==> config.mk <==
export PLATFORM = sky130hd
export DESIGN_NAME = bech32_string_encoder
export DESIGN_NICKNAME = d
export VERILOG_FILES = /design/src/b32e_pkg.sv /design/src/b32e_queue.sv /design/src/b32e_back.sv /design/src/bech32_string_encoder.sv
export SDC_FILE = /design/constraint.sdc
export NUM_CORES = 1
export LEC_CHECK = 0
export BUFFER_PORTS_ARGS = -buffer_cell sky130_fd_sc_hd__buf_2
export CAP_MARGIN = 20
export CORE_MARGIN = 2
export CORE_UTILIZATION = 50
export CTS_CLUSTER_DIAMETER = 50
export DETAILED_ROUTE_END_ITERATION = 10
export PLACE_DENSITY = 0.79
export SLEW_MARGIN = 25
export SYNTH_ARGS = -nofsm -noshare
export SYNTH_HDL_FRONTEND = slang
export SYNTH_SLANG_ARGS = --single-unit
==> constraint.sdc <==
create_clock -name aclk -period 4.06 [get_ports aclk]
set_clock_uncertainty 0.2 [all_clocks]
set_input_delay 1.218 -clock aclk [delete_from_list [all_inputs] [get_ports aclk]]
set_output_delay 1.218 -clock aclk [all_outputs]
set_load 0.1 [all_outputs]
==> src/b32e_pkg.sv <==
`timescale 1ns / 1ps
package b32e_pkg;

    localparam logic [1:0] OP_PART   = 2'd0;
    localparam logic [1:0] OP_DATA   = 2'd1;
    localparam logic [1:0] OP_FINISH = 2'd2;
    localparam logic [1:0] OP_RSVD   = 2'd3;

    localparam logic [2:0] ERR_NONE  = 3'd0;
    localparam logic [2:0] ERR_RANGE = 3'd1;
    localparam logic [2:0] ERR_UPPER = 3'd2;
    localparam logic [2:0] ERR_LONG  = 3'd3;
    localparam logic [2:0] ERR_DATA  = 3'd4;

    localparam logic [29:0] CONST_BECH32  = 30'h0000_0001;
    localparam logic [29:0] CONST_BECH32M = 30'h2bc8_30a3;

    typedef struct packed {
        logic [1:0] opcode;
        logic [7:0] value;
    } item_t;

    typedef enum logic [2:0] {
        ST_IDLE,
        ST_FOLD_ZERO,
        ST_FOLD_PART,
        ST_SEP,
        ST_DATA,
        ST_CSUM_FOLD,
        ST_CSUM_OUT
    } back_state_t;

    function automatic logic [29:0] poly_step(input logic [29:0] c);
        logic [29:0] r;
        logic [4:0]  top;
        begin
            top = c[29:25];
            r = {c[24:0], 5'd0};
            if (top[0]) r = r ^ 30'h3b6a57b2;
            if (top[1]) r = r ^ 30'h26508e6d;
            if (top[2]) r = r ^ 30'h1ea119fa;
            if (top[3]) r = r ^ 30'h3d4233dd;
            if (top[4]) r = r ^ 30'h2a1462b3;
            return r;
        end
    endfunction

    function automatic logic [6:0] letter(input logic [4:0] s);
        logic [6:0] ch;
        begin
            case (s)
                5'd0:  ch = 7'h71; 5'd1:  ch = 7'h70; 5'd2:  ch = 7'h7a; 5'd3:  ch = 7'h72;
                5'd4:  ch = 7'h79; 5'd5:  ch = 7'h39; 5'd6:  ch = 7'h78; 5'd7:  ch = 7'h38;
                5'd8:  ch = 7'h67; 5'd9:  ch = 7'h66; 5'd10: ch = 7'h32; 5'd11: ch = 7'h74;
                5'd12: ch = 7'h76; 5'd13: ch = 7'h64; 5'd14: ch = 7'h77; 5'd15: ch = 7'h30;
                5'd16: ch = 7'h73; 5'd17: ch = 7'h33; 5'd18: ch = 7'h6a; 5'd19: ch = 7'h6e;
                5'd20: ch = 7'h35; 5'd21: ch = 7'h34; 5'd22: ch = 7'h6b; 5'd23: ch = 7'h68;
                5'd24: ch = 7'h63; 5'd25: ch = 7'h65; 5'd26: ch = 7'h36; 5'd27: ch = 7'h6d;
                5'd28: ch = 7'h75; 5'd29: ch = 7'h61; 5'd30: ch = 7'h37; 5'd31: ch = 7'h6c;
                default: ch = 7'h71;
            endcase
            return ch;
        end
    endfunction

endpackage

==> src/b32e_queue.sv <==
`timescale 1ns / 1ps
module b32e_queue (
    input  logic              aclk,
    input  logic              aresetn,
    input  logic              wr_valid,
    output logic              wr_ready,
    input  b32e_pkg::item_t   wr_item,
    output logic              rd_valid,
    input  logic              rd_ready,
    output b32e_pkg::item_t   rd_item
);
    import b32e_pkg::*;

    item_t      slot_reg [2];
    logic       wptr_reg, wptr_next;
    logic       rptr_reg, rptr_next;
    logic [1:0] cnt_reg, cnt_next;
    logic       do_wr, do_rd;

    assign wr_ready = (cnt_reg != 2'd2);
    assign rd_valid = (cnt_reg != 2'd0);
    assign rd_item  = slot_reg[rptr_reg];
    assign do_wr    = wr_valid && wr_ready;
    assign do_rd    = rd_valid && rd_ready;

    always_comb begin
        wptr_next = do_wr ? ~wptr_reg : wptr_reg;
        rptr_next = do_rd ? ~rptr_reg : rptr_reg;
        cnt_next  = cnt_reg + {1'b0, do_wr} - {1'b0, do_rd};
    end

    always_ff @(posedge aclk) begin
        if (!aresetn) begin
            wptr_reg <= 1'b0;
            rptr_reg <= 1'b0;
            cnt_reg  <= 2'd0;
        end else begin
            wptr_reg <= wptr_next;
            rptr_reg <= rptr_next;
            cnt_reg  <= cnt_next;
        end
    end

    always_ff @(posedge aclk) begin
        if (do_wr) slot_reg[wptr_reg] <= wr_item;
    end
endmodule

==> src/b32e_back.sv <==
`timescale 1ns / 1ps
module b32e_back #(
    parameter int MAX_STRING_LEN = 90,
    parameter int PART_DEPTH     = 83
) (
    input  logic              aclk,
    input  logic              aresetn,
    input  logic              variant,
    input  logic              q_valid,
    output logic              q_ready,
    input  b32e_pkg::item_t   q_item,
    output logic              m_valid,
    input  logic              m_ready,
    output logic [6:0]        m_out_char,
    output logic              m_end_of_string,
    output logic [2:0]        m_error_code,
    output logic              busy
);
    import b32e_pkg::*;

    localparam int AW = (PART_DEPTH > 1) ? $clog2(PART_DEPTH) : 1;
    localparam int CW = 7;

    back_state_t state_reg, state_next;

    logic [4:0]    mem [PART_DEPTH];
    logic [4:0]    rd_data_reg;
    logic [AW-1:0] rd_addr;

    logic [29:0]   chk_reg, chk_next;
    logic [CW-1:0] pcnt_reg, pcnt_next;
    logic [CW-1:0] tcnt_reg, tcnt_next;
    logic          in_data_reg, in_data_next;
    logic          hold_reg, hold_next;
    logic [CW-1:0] idx_reg, idx_next;
    logic          fin_reg, fin_next;
    logic [4:0]    dval_reg, dval_next;

    logic          ov_reg, ov_next;
    logic [6:0]    oc_reg, oc_next;
    logic          oe_reg, oe_next;
    logic [2:0]    ocode_reg, ocode_next;

    logic          out_free;
    logic          take;
    logic          mem_wr;
    logic [1:0]    op;
    logic [7:0]    v;

    assign out_free = !ov_reg || m_ready;
    assign op       = q_item.opcode;
    assign v        = q_item.value;
    assign rd_addr  = idx_reg[AW-1:0];
    assign m_valid  = ov_reg;
    assign m_out_char = oc_reg;
    assign m_end_of_string = oe_reg;
    assign m_error_code = ocode_reg;
    assign busy = (state_reg != ST_IDLE) || ov_reg;
    assign q_ready = (state_reg == ST_IDLE) && out_free;
    assign take = q_valid && q_ready;

    always_comb begin
        state_next = state_reg;
        if (take && !hold_reg) begin
            case (op)
                OP_DATA: begin
                    if (!in_data_reg) state_next = ST_FOLD_ZERO;
                    else state_next = ST_DATA;
                    if ({1'b0, tcnt_reg} + (in_data_reg ? 8'd7 : 8'd8) > 8'(MAX_STRING_LEN)
                        || v > 8'd31)
                        state_next = ST_IDLE;
                end
                OP_FINISH: state_next = in_data_reg ? ST_CSUM_FOLD : ST_FOLD_ZERO;
                default:   state_next = ST_IDLE;
            endcase
        end else begin
            case (state_reg)
                ST_FOLD_ZERO: state_next = (pcnt_reg == '0) ? ST_SEP : ST_FOLD_PART;
                ST_FOLD_PART: if (idx_reg == pcnt_reg) state_next = ST_SEP;
                ST_SEP:  if (out_free) state_next = fin_reg ? ST_CSUM_FOLD : ST_DATA;
                ST_DATA: if (out_free) state_next = ST_IDLE;
                ST_CSUM_FOLD: if (idx_reg == CW'(6)) state_next = ST_CSUM_OUT;
                ST_CSUM_OUT: if (out_free && idx_reg == CW'(5)) state_next = ST_IDLE;
                default: state_next = state_reg;
            endcase
        end
    end

    always_comb begin
        chk_next     = chk_reg;
        pcnt_next    = pcnt_reg;
        tcnt_next    = tcnt_reg;
        in_data_next = in_data_reg;
        hold_next    = hold_reg;
        idx_next     = idx_reg;
        fin_next     = fin_reg;
        dval_next    = dval_reg;
        ov_next      = ov_reg && !m_ready;
        oc_next      = oc_reg;
        oe_next      = oe_reg;
        ocode_next   = ocode_reg;
        mem_wr       = 1'b0;
        if (take) begin
            if (hold_reg) begin
                if (op == OP_FINISH) begin
                    chk_next = 30'd1; pcnt_next = '0; tcnt_next = '0;
                    in_data_next = 1'b0; hold_next = 1'b0;
                end
            end else begin
                case (op)
                    OP_PART: begin
                        if (!in_data_reg) begin
                            ov_next = 1'b1; oc_next = 7'd0; oe_next = 1'b1;
                            if ({1'b0, pcnt_reg} >= 8'(PART_DEPTH)
                                || {1'b0, pcnt_reg} + 8'd8 > 8'(MAX_STRING_LEN)) begin
                                ocode_next = ERR_LONG; hold_next = 1'b1;
                            end else if (v < 8'd33 || v > 8'd126) begin
                                ocode_next = ERR_RANGE; hold_next = 1'b1;
                            end else if (v >= 8'h41 && v <= 8'h5a) begin
                                ocode_next = ERR_UPPER; hold_next = 1'b1;
                            end else begin
                                chk_next = poly_step(chk_reg) ^ {27'd0, v[7:5]};
                                mem_wr = 1'b1;
                                pcnt_next = pcnt_reg + 1'b1;
                                tcnt_next = tcnt_reg + 1'b1;
                                oc_next = v[6:0]; oe_next = 1'b0; ocode_next = ERR_NONE;
                            end
                        end
                    end
                    OP_DATA: begin
                        dval_next = v[4:0]; fin_next = 1'b0; idx_next = '0;
                        if ({1'b0, tcnt_reg} + (in_data_reg ? 8'd7 : 8'd8)
                            > 8'(MAX_STRING_LEN)) begin
                            ov_next = 1'b1; oc_next = 7'd0; oe_next = 1'b1;
                            ocode_next = ERR_LONG; hold_next = 1'b1;
                        end else if (v > 8'd31) begin
                            ov_next = 1'b1; oc_next = 7'd0; oe_next = 1'b1;
                            ocode_next = ERR_DATA; hold_next = 1'b1;
                        end
                    end
                    OP_FINISH: begin
                        fin_next = 1'b1; idx_next = '0;
                    end
                    default: ;
                endcase
            end
        end else begin
            case (state_reg)
                ST_FOLD_ZERO: chk_next = poly_step(chk_reg);
                ST_FOLD_PART: begin
                    if (idx_reg != '0)
                        chk_next = poly_step(chk_reg) ^ {25'd0, rd_data_reg};
                    idx_next = idx_reg + 1'b1;
                end
                ST_SEP: if (out_free) begin
                    ov_next = 1'b1; oc_next = 7'h31; oe_next = 1'b0; ocode_next = ERR_NONE;
                    tcnt_next = tcnt_reg + 1'b1; in_data_next = 1'b1; idx_next = '0;
                end
                ST_DATA: if (out_free) begin
                    chk_next = poly_step(chk_reg) ^ {25'd0, dval_reg};
                    tcnt_next = tcnt_reg + 1'b1;
                    ov_next = 1'b1; oc_next = letter(dval_reg); oe_next = 1'b0;
                    ocode_next = ERR_NONE;
                end
                ST_CSUM_FOLD: begin
                    if (idx_reg == CW'(6)) begin
                        chk_next = chk_reg ^ (variant ? CONST_BECH32M : CONST_BECH32);
                        idx_next = '0;
                    end else begin
                        chk_next = poly_step(chk_reg);
                        idx_next = idx_reg + 1'b1;
                    end
                end
                ST_CSUM_OUT: if (out_free) begin
                    ov_next = 1'b1; oc_next = letter(chk_reg[29:25]);
                    oe_next = (idx_reg == CW'(5)); ocode_next = ERR_NONE;
                    chk_next = {chk_reg[24:0], 5'd0};
                    idx_next = idx_reg + 1'b1;
                    if (idx_reg == CW'(5)) begin
                        chk_next = 30'd1; pcnt_next = '0; tcnt_next = '0;
                        in_data_next = 1'b0;
                    end
                end
                default: ;
            endcase
        end
    end

    always_ff @(posedge aclk) begin
        if (!aresetn) begin
            state_reg   <= ST_IDLE;
            chk_reg     <= 30'd1;
            pcnt_reg    <= '0;
            tcnt_reg    <= '0;
            in_data_reg <= 1'b0;
            hold_reg    <= 1'b0;
            idx_reg     <= '0;
            fin_reg     <= 1'b0;
            ov_reg      <= 1'b0;
        end else begin
            state_reg   <= state_next;
            chk_reg     <= chk_next;
            pcnt_reg    <= pcnt_next;
            tcnt_reg    <= tcnt_next;
            in_data_reg <= in_data_next;
            hold_reg    <= hold_next;
            idx_reg     <= idx_next;
            fin_reg     <= fin_next;
            ov_reg      <= ov_next;
        end
    end

    always_ff @(posedge aclk) begin
        dval_reg  <= dval_next;
        oc_reg    <= oc_next;
        oe_reg    <= oe_next;
        ocode_reg <= ocode_next;
    end

    always_ff @(posedge aclk) begin
        if (mem_wr) mem[pcnt_reg[AW-1:0]] <= v[4:0];
        rd_data_reg <= mem[rd_addr];
    end
endmodule

==> src/bech32_string_encoder.sv <==
`timescale 1ns / 1ps
// channel | direction | handshake        | beat
// s_      | in        | s_valid/s_ready  | s_opcode, s_value
// m_      | out       | m_valid/m_ready  | m_out_char, m_end_of_string, m_error_code
// A part char is checked, stored and echoed; the first data or finish item first
// runs a zero fold, a fold over the stored part chars and the separator.
// Finish runs: accept, six folds, final XOR, six checksum letters.
// aresetn is synchronous, active low; no clearing pass is needed.
// A two-entry queue decouples input from back end; m_ready stalls the back end.
module bech32_string_encoder #(
    parameter int MAX_STRING_LEN = 90,
    parameter int PART_DEPTH     = 83
) (
    input  logic        aclk,
    input  logic        aresetn,
    input  logic        psel,
    input  logic        penable,
    input  logic        pwrite,
    input  logic [1:0]  paddr,
    input  logic [31:0] pwdata,
    output logic [31:0] prdata,
    output logic        pready,
    input  logic        s_valid,
    output logic        s_ready,
    input  logic [1:0]  s_opcode,
    input  logic [7:0]  s_value,
    output logic        m_valid,
    input  logic        m_ready,
    output logic [6:0]  m_out_char,
    output logic        m_end_of_string,
    output logic [2:0]  m_error_code
);
    import b32e_pkg::*;

    logic  variant_reg, variant_next;
    logic  q_valid, q_ready, busy;
    item_t in_item, q_item;

    assign pready  = 1'b1;
    assign prdata  = (paddr == 2'd0) ? {31'd0, variant_reg} : 32'd0;
    assign in_item = '{opcode: s_opcode, value: s_value};

    always_comb begin
        variant_next = variant_reg;
        if (psel && penable && pwrite && paddr == 2'd0) variant_next = pwdata[0];
    end

    always_ff @(posedge aclk) begin
        if (!aresetn) variant_reg <= 1'b0;
        else          variant_reg <= variant_next;
    end

    b32e_queue u_queue (
        .aclk(aclk), .aresetn(aresetn),
        .wr_valid(s_valid), .wr_ready(s_ready), .wr_item(in_item),
        .rd_valid(q_valid), .rd_ready(q_ready), .rd_item(q_item)
    );

    b32e_back #(.MAX_STRING_LEN(MAX_STRING_LEN), .PART_DEPTH(PART_DEPTH)) u_back (
        .aclk(aclk), .aresetn(aresetn), .variant(variant_reg),
        .q_valid(q_valid), .q_ready(q_ready), .q_item(q_item),
        .m_valid(m_valid), .m_ready(m_ready), .m_out_char(m_out_char),
        .m_end_of_string(m_end_of_string), .m_error_code(m_error_code),
        .busy(busy)
    );

`ifndef SYNTHESIS
    a_err_eos: assert property (@(posedge aclk) disable iff (!aresetn)
        m_valid && m_error_code != ERR_NONE |-> m_end_of_string && m_out_char == 7'd0)
        else $error("error beat malformed");
    a_err_code: assert property (@(posedge aclk) disable iff (!aresetn)
        m_valid |-> m_error_code <= ERR_DATA)
        else $error("bad error code");
    a_idle_quiet: assert property (@(posedge aclk) disable iff (!aresetn)
        !busy |-> !m_valid)
        else $error("result while idle");
`endif
endmodule
==> flow_metrics.tcl, run 1 <==
set metrics [dict create \
    status "finished, final reports clean" \
    synth.avg_cell_area_sq_um 15.0 \
    yosysUniqueCellTypes 88 \
    multi_input_area_sq_um 7580 \
    cp_data_arrival_time_ns 3.92 \
    synthesis.instances 1553 \
    synth_top_area_share_pct 58.0 \
    cts-root-buf "clkbuf_16" \
    ys_seq_area_share_pct 65.0 \
    drt-initial-drc-count 1551 \
    final_nets 1767 \
    pwr_density_cell_nw_per_um2 661 \
    fin_ws_ns 0.197 \
    synth_top_cell_by_area "edfxtp_1" \
    endpoint_kind "flip-flop" \
    ys_warn_count 0 \
    largest_reg_flops 415 \
    initial_core_util_pct 50.4 \
    io_pins 97 \
    setup_viol 0 \
    postCtsHoldBufs 0 \
    diodes 0 \
    drc 0 \
    die_area_sq_um 48400 \
    area_delta_synth_final_pct 14.1 \
    maxCapViolCount 0 \
    placeableCoreArea_sq_um 46300 \
    yosysMostFrequentCell "edfxtp_1" \
    p_total_mw 17.6 \
    synth_seq_cells 532 \
    grt_max_degree 86 \
    power.leakage_nw 8.96 \
    chipHeight_um 220 \
    cts_buffers 55 \
    worstMarginPinSlew_ns 0.945 \
    max-slew-margin-rel_pct 37.0 \
    critical_path_class "reg2reg" \
    dpl_worst_slack_ns 0.115 \
    ant_nets 0 \
    timing.hold.worst.class "reg2reg" \
    async_flop_share_pct 0 \
    grt_setup_unrepaired "yes" \
    path_clk_slew_ns 0.06 \
    drv_slew 0 \
    cp-start-kind "flip-flop" \
    crit_required_ns 4.12 \
    final_area_sq_um 26600 \
    grt_pass1_wl_um 81600 \
    placed_cell_area_sq_um 24900 \
    io_buffers 33 \
    vias_per_cell 5.94 \
    hold_viol_final 0 \
    synth-main-ff-cell "edfxtp_1" \
    syn_area_sq_um 23300 \
    rows 79 \
    clockBufferDepth 3 \
    fin_crit_sh_pct 95.1 \
    drt-total-wl_um 52600 \
    clk_latency_ns 0.61 \
    synth_area_leaders "edfxtp_1, mux4_2, dfxtp_1, nor2_1, nand2_1" \
    fmax_ghz 0.259 \
    avgRoutedWirePerCell_um 22.4 \
    gp_congestion 0.927 \
    vdd.ir_drop.worst_mv 0.735 \
    drive_gt1_share_pct 24.1 \
    synth-edff-count 451 \
    antenna_found_initial 0 \
    dr.pass1.iters 8 \
    via_count 13900 \
    regArea_sq_um 15200 \
    nFillCells 3445 \
    cts_setup_buffers 0 \
    critPathMaxFanout 16 \
    hpwlAfterDp_um 33700 \
    htreeDepth 2 \
    tritoncts "yes" \
    clock-sinks 532 \
    min_period_ns 3.86 \
    first_global_vias 13900 \
    die_w_um 220 \
    grt_usage_pct 22.3 \
    ys_top_cells_by_count "edfxtp_1, nor2_1, mux4_2" \
    grt.overflow.total 0 \
]
layout by cell type, fill, tap and decap left out, types with 13 or more instances in the layout:
master       n
o21ai_0     54
nand3_1     22
mux4_2     127
a211oi_1    17
xor2_1      38
ha_1        21
o211ai_1    13
buf_2       33
clkbuf_1    13
inv_1       26
xnor2_1     29
conb_1      32
edfxtp_1   451
mux2i_1     29
clkbuf_16   56
dfxtp_1     78
nand2_1     95
buf_4      127
nor3_1      15
nor2_1     176
a21oi_1     61
cells by family after synthesis:
family	count (synthesis)	share of synthesized area, %
and+or+nand+nor	382	7.37
xor gates and xnor gates	69	2.70
DFF	532	65.0
buffers and inverters	148	3.09
AOI/OAI and AO/OA	235	6.73
muxes	162	13.8
other	2	0.0322
adders and majority gates	23	1.26
worst paths after layout:
check,slack [ns],start,end,cells past startpoint
worst max-delay path,0.20,flip-flop,u_back.mem[48][0]$_DFFE_PP_,12
worst min-delay path,0.27,u_back.fin_reg$_SDFFE_PN0P_,u_back.fin_reg$_SDFFE_PN0P_,2
worst max register to register,0.20,flip-flop,u_back.mem[48][0]$_DFFE_PP_,12
worst min register to register,0.27,u_back.fin_reg$_SDFFE_PN0P_,u_back.fin_reg$_SDFFE_PN0P_,2
area by class of cell:
cell class              count  share of cell area, %
multi-input cells         903                   28.5
repair buffers            165                   4.58
clock buffers              69                   5.45
inverters                  37                  0.531
clock inverters            31                   1.12
flip-flops and latches    532                   57.0
well taps                 607                   2.85
critical path, cell delays in order, from the launching register on:
cell      delay, ns
dfxtp_1        0.48
buf_4          0.29
mux2i_2        0.39
inv_2          0.07
nand3_1        0.07
o211ai_1       0.12
a311oi_2       0.40
and2_1         0.24
nand3_1        0.20
nor2_1         0.29
nand2_1        0.13
buf_4          0.23
nor2_1         0.37
report_power, final:
group / internal, mW / total, mW / switching [mW]
combinational: 2.04 / 5.64 / 3.60
clock: 2.80 / 4.88 / 2.08
sequential: 6.76 / 7.08 / 0.313
metal layers:
metal / share of wire, % / GRT usage, %
met1: 40 / 29.5
met2: 50 / 37.4
met3: 7.6 / 3.92
met4: 2.8 / 7.38
met5: 0 / 0
per-stage QoR:
step	TNS [ns]	instances	utilization, %	hold slack [ns]
detailed placement	0	2244	53.7	0.256
global placement	0	2244	53.7	0.251
CTS	0	2344	57.5	0.266
floorplan	0	1583	-	0.237
finish	0	2344	57.6	0.268
global route	-0.0485	2344	57.6	0.286
what timing repair did:
action | 4_1_cts | 5_1_grt
gates resized for setup | 0 | 7
endpoints found under the setup margin | 0 | 65
endpoints found under the hold margin | 0 | 0
Power figures use the tool's default switching activity.
==> run 2: changes to the inputs <==
--- a/config.mk
+++ b/config.mk
@@ -15,4 +15,5 @@
 export SLEW_MARGIN = 25
 export SYNTH_ARGS = -nofsm -noshare
 export SYNTH_HDL_FRONTEND = slang
+export SYNTH_HIERARCHICAL = 1
 export SYNTH_SLANG_ARGS = --single-unit
==> run 2 against run 1 <==
The run now ends with negative setup slack left; sequential share of layout area increased by 0.66 points; cell count decreased by 2.4%; clock power decreased by 2%; synthesized cell count increased by 0.84%; setup slack got worse by 0.21 ns; sequential power decreased by 1%; via count about the same; maximum frequency decreased by 5.2%; count of clock-buffer cells in the layout decreased by 2; critical endpoint is now u_back/mem[18][4]$_DFFE_PP_; largest cell class unchanged; largest power group unchanged.
==> flow_metrics.tcl, run 2 <==
set metrics [dict create \
    final_cells 2287 \
    avgRoutedWirePerCell_um 23.4 \
    critPathSlowestCell "or4_1" \
    io_buffers 33 \
    area_delta_synth_final_pct 12.3 \
    hold_viol_final 0 \
    final_area_sq_um 26300 \
    swShare_pct 34.0 \
    rows 79 \
    max-slew-margin-rel_pct 34.7 \
    timing.hold.worst.class "reg2reg" \
    worst_r2r_endpoint "u_back/mem[18][4]$_DFFE_PP_" \
    cts-root-buf "clkbuf_16" \
    gp_congestion 0.890 \
    switchingPower_mw 5.91 \
    dr.pass1.iters 5 \
    fin_ws_ns -0.0139 \
    hold_path_startpoint "u_back/fin_reg$_SDFFE_PN0P_" \
    power.leakage_nw 8.54 \
    drive_gt1_share_pct 24.1 \
    layout_commonest_cell "edfxtp_1" \
    syn_area_sq_um 23400 \
    regArea_sq_um 15200 \
    ys_warn_count 6 \
    grt_setup_unrepaired "yes" \
    die_area_sq_um 48600 \
    synthesis.instances 1566 \
    first_global_vias 13800 \
    nFillCells 3411 \
    crit_buf_inv 1 \
    drt-initial-drc-count 1495 \
    ff2ff_path_depth 10 \
    placeableCoreArea_sq_um 46500 \
    cp_cell_sequence "mux2_2, or4_1, o221ai_2, nand2b_1, a211o_1, or2_1, nor3_2, nand2_1, buf_4, nor2_1" \
    dpl_worst_slack_ns 0.00707 \
    status "finished with violations" \
    maxCapViolCount 0 \
    fin_util_pct 56.7 \
    pwr-share-comb_pct 32.2 \
    min_period_ns 4.07 \
    clk_latency_ns 0.63 \
    critPathMaxFanout 8 \
    cts_setup_buffers 0 \
    fin_crit_sh_pct 100 \
    grt_usage_pct 22.6 \
    crit_path_max_incr_delay_ns 0.61 \
    fmax_ghz 0.245 \
    ant_nets 0 \
    holdPathStages 2 \
    dp.cells 2187 \
    critical_path_class "reg2reg" \
    diodes 0 \
    drt-total-wl_um 53500 \
    final_nets 1709 \
    p_int_mw 11.5 \
    grt_pass1_wl_um 82800 \
    cts_buffers 54 \
    tritoncts "yes" \
    pwr_density_cell_nw_per_um2 661 \
    via_count 13900 \
    drc 0 \
    cp-start-kind "flip-flop" \
    path_clk_slew_ns 0.06 \
    p_clk_share_pct 27.5 \
    synth.avg_cell_area_sq_um 15.0 \
    cp_data_arrival_time_ns 4.14 \
    grt_max_degree 115 \
    multi_input_area_sq_um 7830 \
    vias_per_cell 6.08 \
    r2r_slack_ns -0.01 \
    setup_viol 6 \
    endpoint_kind "flip-flop" \
    io_pins 97 \
    die_w_um 221 \
    worstMarginPinSlew_ns 0.980 \
    initial_core_util_pct 50.5 \
    grt.overflow.total 0 \
    antenna_found_initial 0 \
    placed_cell_area_sq_um 24500 \
    vdd.ir_drop.worst_mv 0.588 \
    chipHeight_um 221 \
    hpwlAfterDp_um 33200 \
    path_delay_family "simple AND/OR/NAND/NOR gates" \
    clockBufferDepth 3 \
    htreeDepth 2 \
    violations "negative setup slack" \
    p_total_mw 17.4 \
    drv_slew 0 \
    largest_reg_flops 415 \
    pwr-share-seq_pct 40.3 \
    clock-sinks 532 \
    whs_endpoint "u_back/fin_reg$_SDFFE_PN0P_" \
    layout_common_cells "edfxtp_1, mux4_2, nor2_1, nand2_1, dfxtp_1" \
    crit_required_ns 4.12 \
]
run 2: cell count changes in the layout (fill, tap and decap cells not counted), moves of 8 or more:
cell | previous run | this run
mux2_2 | 4 | 14
xnor2_1 | 29 | 38
inv_2 | 10 | 2
nor2_1 | 176 | 122
buf_4 | 127 | 68
xor2_1 | 38 | 18
nor2_2 | 6 | 52
run 2: layer usage:
layer	wire, um	track usage [%]	vias to the layer above
met1	21100	30.4	6908
li1	-	-	6143
met3	4470	3.81	128
met5	0	0	-
met4	2010	8.96	0
met2	26000	36.9	731
run 2: per-stage QoR:
step / setup TNS [ns] / hold slack [ns]
finish: -0.0621 / 0.271
detailed placement: 0 / 0.253
floorplan: 0 / 0.236
CTS: 0 / 0.262
global placement: 0 / 0.254
global route: -2.87 / 0.306
run 2: cell type report:
type,count,share of cell area (%)
repair buffers,105,2.87
inverters,22,0.314
well taps,607,2.89
clock buffers,67,5.40
clock inverters,33,1.13
flip-flops and latches,532,57.7
multi-input cells,921,29.8
run 2: worst max path at each step:
stage                         start                     endpoint  slack [ns]  depth (start not counted)
after global placement    flip-flop   u_back/mem[2][2]$_DFFE_PP_        0.14                         10
after floorplan           flip-flop  u_back/mem[17][0]$_DFFE_PP_        0.03                         11
after detailed placement  flip-flop  u_back/mem[34][3]$_DFFE_PP_       0.007                         10
final                     flip-flop  u_back/mem[18][4]$_DFFE_PP_       -0.01                         10
after global routing      flip-flop  u_back/mem[26][3]$_DFFE_PP_       -0.12                         10
after CTS                 flip-flop  u_back/mem[51][4]$_DFFE_PP_       0.003                         10
run 2: power groups by stage:
stage	logic (mW)	registers (mW)	clock network, mW
finish	5.60	7.01	4.79
global route	6.07	7.04	5.06
CTS	5.58	7.00	4.85
detailed placement	5.52	7.12	0
global placement	5.36	7.10	0
floorplan	3.89	7.31	0
run 2: timing repair:
item,4_1_cts,5_1_grt
pin swaps,0,0
hold buffers,0,0
resized for setup,20,35
setup endpoints to repair,78,266
cloned,0,0
endpoints found under the hold margin,0,0
run 2: worst register-to-register path: cells and delay by family, from the launching register on:
kind	cells	cell delay, ns
DFF	1	0.45
muxes	1	0.40
buffers and inverters	1	0.24
AOI/OAI and AO/OA	2	0.59
and+or+nand+nor	6	1.84
